--- src/rtl/core/nsr_pkg.sv ---
package nsr_pkg;

    // field widths fixed by the word format
    localparam int unsigned STATE_FIELD_W  = 4;
    localparam int unsigned SLOT_FIELD_W   = 3;
    localparam int unsigned SYM_FIELD_W    = 8;
    localparam int unsigned SYM_WIDE_W     = 16;
    localparam int unsigned CFG_W          = 5;

    localparam logic [CFG_W-1:0]       STATE_COUNT_RST = 5'd2;
    localparam logic [SYM_FIELD_W-1:0] SYM_FIELD_MASK  = 8'hff;

    // action codes
    localparam logic ACT_LOAD   = 1'b0;
    localparam logic ACT_SYMBOL = 1'b1;

    typedef struct packed {
        logic                     action;
        logic [STATE_FIELD_W-1:0] entry_state;
        logic [SLOT_FIELD_W-1:0]  entry_slot;
        logic [SYM_FIELD_W-1:0]   entry_symbol;
        logic [STATE_FIELD_W-1:0] entry_target;
        logic                     entry_valid;
        logic [SYM_FIELD_W-1:0]   symbol;
        logic                     last;
    } t_in_word;

    typedef struct packed {
        logic alive;
        logic accepted;
        logic string_end;
    } t_out_word;

    // table write request
    typedef struct packed {
        logic                     en;
        logic [STATE_FIELD_W-1:0] state;
        logic [SLOT_FIELD_W-1:0]  slot;
        logic [SYM_FIELD_W-1:0]   symbol;
        logic [STATE_FIELD_W-1:0] target;
        logic                     valid;
    } t_tbl_wr;

endpackage

--- src/rtl/core/nsr_if.sv ---
interface nsr_in_if
    import nsr_pkg::*;
();
    logic     valid;
    logic     ready;
    t_in_word data;

    modport source (output valid, output data, input ready);
    modport sink   (input valid, input data, output ready);
endinterface

interface nsr_out_if
    import nsr_pkg::*;
();
    logic      valid;
    logic      ready;
    t_out_word data;

    modport source (output valid, output data, input ready);
    modport sink   (input valid, input data, output ready);
endinterface

--- src/rtl/core/nsr_in_stage.sv ---
module nsr_in_stage
    import nsr_pkg::*;
(
    input  logic       i_clk,
    input  logic       i_rst_n,
    nsr_in_if.sink     i_ch,
    input  logic       i_out_free,
    output logic       o_fire,
    output t_in_word   o_word
);

    logic     r_valid;
    t_in_word r_word;
    logic     fire;

    // loads never need the result register
    assign fire       = r_valid && ((r_word.action == ACT_LOAD) || i_out_free);
    assign i_ch.ready = !r_valid || fire;
    assign o_fire     = fire;
    assign o_word     = r_word;

    always_ff @(posedge i_clk) begin
        if (!i_rst_n) begin
            r_valid <= 1'b0;
        end else if (i_ch.valid && i_ch.ready) begin
            r_valid <= 1'b1;
        end else if (fire) begin
            r_valid <= 1'b0;
        end
    end

    always_ff @(posedge i_clk) begin
        if (i_ch.valid && i_ch.ready) begin
            r_word <= i_ch.data;
        end
    end

endmodule

--- src/rtl/core/nsr_table.sv ---
module nsr_table
    import nsr_pkg::*;
#(
    parameter int unsigned MAX_STATES      = 16,
    parameter int unsigned MAX_TRANSITIONS = 8,
    parameter int unsigned SYMBOL_BITS     = 8,
    parameter int unsigned NW              = 5
)(
    input  logic                   i_clk,
    input  logic                   i_rst_n,
    input  t_tbl_wr                i_wr,
    input  logic [MAX_STATES-1:0]  i_active,
    input  logic [NW-1:0]          i_count,
    input  logic [SYM_FIELD_W-1:0] i_symbol,
    output logic [MAX_STATES-1:0]  o_next
);

    typedef logic [MAX_STATES-1:0]  t_set;
    typedef logic [SYMBOL_BITS-1:0] t_sym;

    t_sym                     r_sym [MAX_STATES][MAX_TRANSITIONS];
    logic [STATE_FIELD_W-1:0] r_tgt [MAX_STATES][MAX_TRANSITIONS];
    logic                     r_vld [MAX_STATES][MAX_TRANSITIONS];

    logic [SYM_WIDE_W-1:0] wr_sym_wide;
    logic [SYM_WIDE_W-1:0] ch_wide;
    t_sym                  ch;

    // character taken as its low symbol bits
    assign wr_sym_wide = {{(SYM_WIDE_W-SYM_FIELD_W){1'b0}}, i_wr.symbol & SYM_FIELD_MASK};
    assign ch_wide     = {{(SYM_WIDE_W-SYM_FIELD_W){1'b0}}, i_symbol & SYM_FIELD_MASK};
    assign ch          = ch_wide[SYMBOL_BITS-1:0];

    always_ff @(posedge i_clk) begin
        for (int s = 0; s < int'(MAX_STATES); s++) begin
            for (int k = 0; k < int'(MAX_TRANSITIONS); k++) begin
                if (!i_rst_n) begin
                    r_vld[s][k] <= 1'b0;
                end else if (i_wr.en && (32'(i_wr.state) == 32'(s))
                             && (32'(i_wr.slot) == 32'(k))) begin
                    r_vld[s][k] <= i_wr.valid;
                end
            end
        end
    end

    always_ff @(posedge i_clk) begin
        for (int s = 0; s < int'(MAX_STATES); s++) begin
            for (int k = 0; k < int'(MAX_TRANSITIONS); k++) begin
                if (i_wr.en && (32'(i_wr.state) == 32'(s)) && (32'(i_wr.slot) == 32'(k))) begin
                    r_sym[s][k] <= wr_sym_wide[SYMBOL_BITS-1:0];
                    r_tgt[s][k] <= i_wr.target;
                end
            end
        end
    end

    // every entry compares against the character in parallel
    always_comb begin
        o_next = '0;
        for (int s = 0; s < int'(MAX_STATES); s++) begin
            for (int k = 0; k < int'(MAX_TRANSITIONS); k++) begin
                if (r_vld[s][k] && (r_sym[s][k] == ch) && i_active[s]
                    && (32'(s) < 32'(i_count))
                    && (32'(r_tgt[s][k]) < 32'(i_count))) begin
                    o_next = o_next | (t_set'(1) << r_tgt[s][k]);
                end
            end
        end
    end

endmodule

--- src/rtl/core/nfa_string_recognizer.sv ---
// nfa_string_recognizer: bit-parallel nfa run over a character stream
//
// i_sym_ch (valid/ready) carries one word per item. action load writes one
// transition entry (source state, slot, symbol, target, valid); action
// symbol advances the active-state set and yields one result word on
// o_res_ch (alive, accepted, string_end). loads yield nothing.
// i_cfg_we/i_cfg_data write state_count; write it only while idle.
//
// path: a word sits in the input register, then the next set is formed
// from all table entries at once and lands in the result register.
// throughput: one word per cycle while the result register can take a
// result (loads never wait on it), set by the update of the active set
// from the table compare.
//
// reset: all entry valid bits clear, active set holds the start state only,
// state_count is 2. when the receiver stalls the result register holds;
// the input register still takes one more word; a symbol word then waits
// there and ready drops, while load words keep passing through.
module nfa_string_recognizer
    import nsr_pkg::*;
#(
    parameter int unsigned MAX_STATES      = 16,
    parameter int unsigned MAX_TRANSITIONS = 8,
    parameter int unsigned SYMBOL_BITS     = 8
)(
    input  logic             i_clk,
    input  logic             i_rst_n,
    input  logic             i_cfg_we,
    input  logic [CFG_W-1:0] i_cfg_data,
    nsr_in_if.sink           i_sym_ch,
    nsr_out_if.source        o_res_ch
);

    localparam int unsigned NW = $clog2(MAX_STATES + 1);
    localparam int unsigned SW = $clog2(MAX_STATES);

    typedef logic [MAX_STATES-1:0] t_set;

    // config register
    logic [CFG_W-1:0] r_state_count;
    logic [31:0]      cnt_wide;
    logic [NW-1:0]    n_use;
    logic [NW-1:0]    n_last;

    // pipeline
    logic      fire;
    t_in_word  word;
    logic      out_free;
    logic      sym_fire;
    t_tbl_wr   tbl_wr;
    t_set      next_set;
    t_set      r_active;
    logic      r_out_valid;
    t_out_word r_out_word;
    t_out_word n_out_word;

    always_ff @(posedge i_clk) begin
        if (!i_rst_n) begin
            r_state_count <= STATE_COUNT_RST;
        end else if (i_cfg_we) begin
            r_state_count <= i_cfg_data;
        end
    end

    // clamp to 1..MAX_STATES
    assign cnt_wide = 32'(r_state_count);
    always_comb begin
        priority if (cnt_wide == 32'd0) begin
            n_use = NW'(1);
        end else if (cnt_wide > 32'(MAX_STATES)) begin
            n_use = NW'(MAX_STATES);
        end else begin
            n_use = NW'(cnt_wide);
        end
    end
    assign n_last = n_use - NW'(1);

    assign out_free = !r_out_valid || o_res_ch.ready;

    nsr_in_stage u_in (
        .i_clk      (i_clk),
        .i_rst_n    (i_rst_n),
        .i_ch       (i_sym_ch),
        .i_out_free (out_free),
        .o_fire     (fire),
        .o_word     (word)
    );

    assign sym_fire      = fire && (word.action == ACT_SYMBOL);
    assign tbl_wr.en     = fire && (word.action == ACT_LOAD);
    assign tbl_wr.state  = word.entry_state;
    assign tbl_wr.slot   = word.entry_slot;
    assign tbl_wr.symbol = word.entry_symbol;
    assign tbl_wr.target = word.entry_target;
    assign tbl_wr.valid  = word.entry_valid;

    nsr_table #(
        .MAX_STATES      (MAX_STATES),
        .MAX_TRANSITIONS (MAX_TRANSITIONS),
        .SYMBOL_BITS     (SYMBOL_BITS),
        .NW              (NW)
    ) u_table (
        .i_clk    (i_clk),
        .i_rst_n  (i_rst_n),
        .i_wr     (tbl_wr),
        .i_active (r_active),
        .i_count  (n_use),
        .i_symbol (word.symbol),
        .o_next   (next_set)
    );

    assign n_out_word.alive      = |next_set;
    assign n_out_word.accepted   = word.last && next_set[n_last[SW-1:0]];
    assign n_out_word.string_end = word.last;

    // active set: back to the start state after the last character
    always_ff @(posedge i_clk) begin
        if (!i_rst_n) begin
            r_active <= t_set'(1);
        end else if (sym_fire) begin
            r_active <= word.last ? t_set'(1) : next_set;
        end
    end

    // result register
    always_ff @(posedge i_clk) begin
        if (!i_rst_n) begin
            r_out_valid <= 1'b0;
        end else if (sym_fire) begin
            r_out_valid <= 1'b1;
        end else if (o_res_ch.ready) begin
            r_out_valid <= 1'b0;
        end
    end

    always_ff @(posedge i_clk) begin
        if (sym_fire) begin
            r_out_word <= n_out_word;
        end
    end

    assign o_res_ch.valid = r_out_valid;
    assign o_res_ch.data  = r_out_word;

    // the set returns to the start state after a string ends
    a_restart: assert property (@(posedge i_clk) disable iff (!i_rst_n)
        (sym_fire && word.last) |=> (r_active == t_set'(1)))
        else $error("active set not restarted after last character");

    // alive matches the set left behind in the middle of a string
    a_alive: assert property (@(posedge i_clk) disable iff (!i_rst_n)
        (sym_fire && !word.last) |=> (r_out_word.alive == (r_active != '0)))
        else $error("alive flag disagrees with active set");

    // acceptance only on a live last character
    a_accept: assert property (@(posedge i_clk) disable iff (!i_rst_n)
        (r_out_valid && r_out_word.accepted) |-> (r_out_word.alive && r_out_word.string_end))
        else $error("accepted without alive last character");

endmodule

--- src/flat_wrapper.sv ---
// flat-port wrapper written by rule: the top's interface ports become plain ports
module nfa_string_recognizer_flat import nsr_pkg::*;
#(
    parameter int unsigned MAX_STATES      = 16,
    parameter int unsigned MAX_TRANSITIONS = 8,
    parameter int unsigned SYMBOL_BITS     = 8
)
  (i_clk, i_rst_n, i_cfg_we, i_cfg_data, i_sym_ch_valid, i_sym_ch_data, i_sym_ch_ready, o_res_ch_valid, o_res_ch_data, o_res_ch_ready);
  nsr_in_if i_sym_ch_i ();
  nsr_out_if o_res_ch_i ();
  input  logic i_clk;
  input  logic i_rst_n;
  input  logic i_cfg_we;
  input  logic [CFG_W-1:0] i_cfg_data;
  input wire logic [$bits(i_sym_ch_i.valid)-1:0] i_sym_ch_valid;
  input wire logic [$bits(i_sym_ch_i.data)-1:0] i_sym_ch_data;
  output wire logic [$bits(i_sym_ch_i.ready)-1:0] i_sym_ch_ready;
  output wire logic [$bits(o_res_ch_i.valid)-1:0] o_res_ch_valid;
  output wire logic [$bits(o_res_ch_i.data)-1:0] o_res_ch_data;
  input wire logic [$bits(o_res_ch_i.ready)-1:0] o_res_ch_ready;
  assign i_sym_ch_i.valid = i_sym_ch_valid;
  assign i_sym_ch_i.data = i_sym_ch_data;
  assign i_sym_ch_ready = i_sym_ch_i.ready;
  assign o_res_ch_valid = o_res_ch_i.valid;
  assign o_res_ch_data = o_res_ch_i.data;
  assign o_res_ch_i.ready = o_res_ch_ready;
  nfa_string_recognizer #(.MAX_STATES(MAX_STATES), .MAX_TRANSITIONS(MAX_TRANSITIONS), .SYMBOL_BITS(SYMBOL_BITS)) u_core (.i_clk(i_clk), .i_rst_n(i_rst_n), .i_cfg_we(i_cfg_we), .i_cfg_data(i_cfg_data), .i_sym_ch(i_sym_ch_i), .o_res_ch(o_res_ch_i));
endmodule
--- config.mk ---
export PLATFORM = sky130hd
export DESIGN_NAME = nfa_string_recognizer_flat
export DESIGN_NICKNAME = d
export VERILOG_FILES = /design/src/rtl/core/nsr_pkg.sv /design/src/rtl/core/nsr_if.sv /design/src/rtl/core/nsr_in_stage.sv /design/src/rtl/core/nsr_table.sv /design/src/rtl/core/nfa_string_recognizer.sv /design/src/flat_wrapper.sv
export SDC_FILE = /design/constraint.sdc
export NUM_CORES = 2
export LEC_CHECK = 0
export ABC_AREA = 1
export BUFFER_PORTS_ARGS = -buffer_cell sky130_fd_sc_hd__buf_2
export CAP_MARGIN = 20
export CELL_PAD_IN_SITES_DETAIL_PLACEMENT = 1
export CELL_PAD_IN_SITES_GLOBAL_PLACEMENT = 2
export CORE_ASPECT_RATIO = 2
export CORE_UTILIZATION = 35
export CTS_BUF_LIST = sky130_fd_sc_hd__clkbuf_8 sky130_fd_sc_hd__clkbuf_16
export CTS_CLUSTER_DIAMETER = 50
export CTS_CLUSTER_SIZE = 24
export DETAILED_ROUTE_END_ITERATION = 10
export PLACE_DENSITY = 0.78
export SLEW_MARGIN = 10
export SYNTH_ARGS = -nofsm -noshare
export SYNTH_HDL_FRONTEND = slang
export SYNTH_SLANG_ARGS = --single-unit
--- constraint.sdc ---
create_clock -name i_clk -period 6.11 [get_ports i_clk]
set_input_delay 0.3055 -clock i_clk [delete_from_list [all_inputs] [get_ports i_clk]]
set_output_delay 0.3055 -clock i_clk [all_outputs]
set_load 0.005 [all_outputs]
==> impl_metrics.ini <==
[place]
place_congestion = 1.19
post_dp_cell_area_um2 = 114000
dp_hpwl_um = 566000
dp_cells = 17300
post-place-ws_ns = 0.334
port-buffer-count = 44

[worst_setup_path]
critPathLaunch = u_core.r_state_count[1]
r2r-start = u_core.r_state_count[1]
crit_arrival_ns = 6.79
slowest_delay_ns = 0.49
cpMaxStageDelayCell = ha_1
cp_max_fo = 46
crit_path_end_kind = flip-flop
crit_top_cell = nor2_1
critPathKind = reg2reg
cp-start-kind = flip-flop
crit_buf_inv = 4
cp_top_family = simple AND/OR/NAND/NOR gates
worstPathRequired_ns = 6.78

[yosys]
seq_area_frac_synth_pct = 48.5
synth_common_cells = nand2_1, nor2_1, edfxtp_1
ys_dominant_reg_cell = edfxtp_1
synth.top_cell.area_share_pct = 48.1
ys_warn_count = 0
ys_ff_latch = 1720
syn_inst = 13000
netlist_area_um2 = 106000
async_flop_share_pct = 0
syn_nets = 13400
syn_area_per_cell_um2 = 8.13
synth_edf_count = 1696
yosysMostFrequentCell = nand2_1
synth.distinct_cells = 60
netlist_top_cells_area = edfxtp_1, nand2_1, nor2_1
yosys.area.top_type = edfxtp_1

[global_routing]
gr-total-overflow = 0
grt_pass1_wl_um = 995000
antenna_found_initial = 74
grt_start_max_net_pins = 90
gr-usage-all-layers_pct = 48.4
grt_pass1_vias = 112000

[timing]
setup_slack_ns = -0.00986
worst_slew_pin_slew_ns = 2.00
slew_headroom_pct = -33.1
slew_viol_final = 4
setup_viol = 1
max_freq_mhz = 163
fin_tns_setup_ns = -0.00986
timing_hold_violations_final = 0
rsz0062_at_grt = false
finalCriticalPeriod_ns = 6.12
post-route-period-util_pct = 100
clock_skew_ns = 0.120

[hold_path]
min_path_type = in2reg
min-delay-start = i_sym_ch_data[9]

[pwr]
power_mw = 26.6
p_per_area_nw_per_um2 = 220
p_leak_nw = 49.5
ir_worst_vdd_mv = 0.289

[final_layout]
syn_to_final_growth_pct = 14.0
layout.cells.non_filler = 17700
fin_nets = 13900
drive_above_1_share_pct = 8.88
n_fill_cell = 36000
finish.instance_area_um2 = 121000

[clock_tree]
root_buffer = clkbuf_16
cts.htree.levels = 4
clock_latency_ns = 0.95
postCtsSetupBuffers = 0
clkSlewWorstSetupHoldPaths_ns = 0.08
tritoncts = built
cts_buffers = 151
numClockSinks = 1720
clockBufferDepth = 4

[detailed_routing]
first_iter_violations = 12200
wl_per_cell_um = 42.0
vias_per_cell = 6.22
dr_total_vias = 110000
ant_nets = 0
drc = 2
firstDrtPassIters = 11
finalWirelength_um = 742000

[die]
core_um2 = 301000
dieArea_um2 = 305000
fp.dieH_um = 780
rows = 285
fp.dieW_um = 391
start_util_pct = 35.2
ioPinCount = 45

[run_status]
violations = design-rule violations, max-capacitance violations, max-slew violations, negative setup slack
status = finished, violations left

[job]
maxCapViolations = 1
## worst paths after layout
kind / end / slack [ns] / cells after the start
worst min-delay path: u_core.u_in.o_word[9] / 0.09 / 2
worst max register to register: u_core.o_res_ch.data[2] / -0.01 / 27
worst max-delay path: u_core.o_res_ch.data[2] / -0.01 / 27
worst min register to register: u_core.r_active[15] / 0.49 / 2
## final cells by class
| cell class | count | area [µm²] | area share, % |
|---|---|---|---|
| Clock inverter | 108 | 1440 | 1.20 |
| Tap cell | 4018 | 5030 | 4.16 |
| Antenna cell | 73 | 183 | 0.151 |
| Timing Repair Buffer | 723 | 6470 | 5.36 |
| Clock buffer | 152 | 3800 | 3.15 |
| Inverter | 1333 | 5050 | 4.18 |
| Multi-Input combinational cell | 9538 | 47400 | 39.2 |
| Sequential cell | 1720 | 51400 | 42.6 |
## metal layers
layer / share of wire [%] / wire, µm / global-route usage, % / vias up
met3: 6.7 / 49800 / 11.2 / 3368
li1: - / - / - / 45100
met1: 28 / 211000 / 42.6 / 54600
met2: 49 / 365000 / 82.5 / 6644
met5: 0.016 / 116 / 0.0638 / -
met4: 16 / 117000 / 59.8 / 16
## layout by cell type (no fill, tap or decap), drive strengths merged, types with 15 or more instances in the layout
cell and n:
o21ai 517, ha 361, nand3b 16, nor3 674
xnor2 184, diode 73, and3 31, nand2 3245
edfxtp 1696, clkbuf 152, xor2 141, o22ai 153
nand4 489, a211oi 23, buf 682, inv 1346
a22o 20, or2 39, o211ai 18, clkinv 81
nor2 1948, a21oi 195, nand3 1406, dfxtp 24
o221ai 15, dlygate4sd3 41
## registers in the layout (all words and copies together) (netlist names)
register               cells
u_core.r_active           16
u_core.o_res_ch.valid      1
u_core.r_state_count       5
u_core.u_in.r_valid        1
u_core.u_table.r_sym    1024
u_core.u_in.o_word        30
u_core.u_table.r_tgt     512
u_core.o_res_ch.data       3
u_core.u_table.r_vld     128
## kinds of logic after synthesis
group                      after synthesis  synth area share [%]
buffers and inverters                 1771                  6.92
adders and majority gates              361                  4.26
and+or+nand+nor                       7864                  32.3
AOI/OAI and AO/OA                      988                  5.29
DFF                                   1720                  48.5
xor gates and xnor gates               325                  2.69
## stage by stage
stage,hold WS [ns],util [%]
CTS,0.0707,39.9
global placement,0.472,38.0
global route,0.107,40.1
detailed placement,0.470,38.0
floorplan,0.404,-
finish,0.0909,40.1
## what timing repair did
item                       4_1_cts  5_1_grt
hold buffers                    41        0
hold endpoints to repair        51        0
resized for setup                0        2
setup endpoints to repair        0        2
## where the power goes
| group | switching (mW) | leakage, nW | total [mW] | internal, mW |
|---|---|---|---|---|
| Combinational | 2.05 | 31.3 | 2.67 | 0.624 |
| Sequential | 0.0551 | 15.6 | 13.0 | 13.0 |
| Clock | 5.64 | 2.55 | 10.8 | 5.20 |
Note: power is estimated with default switching activity, not from simulation.
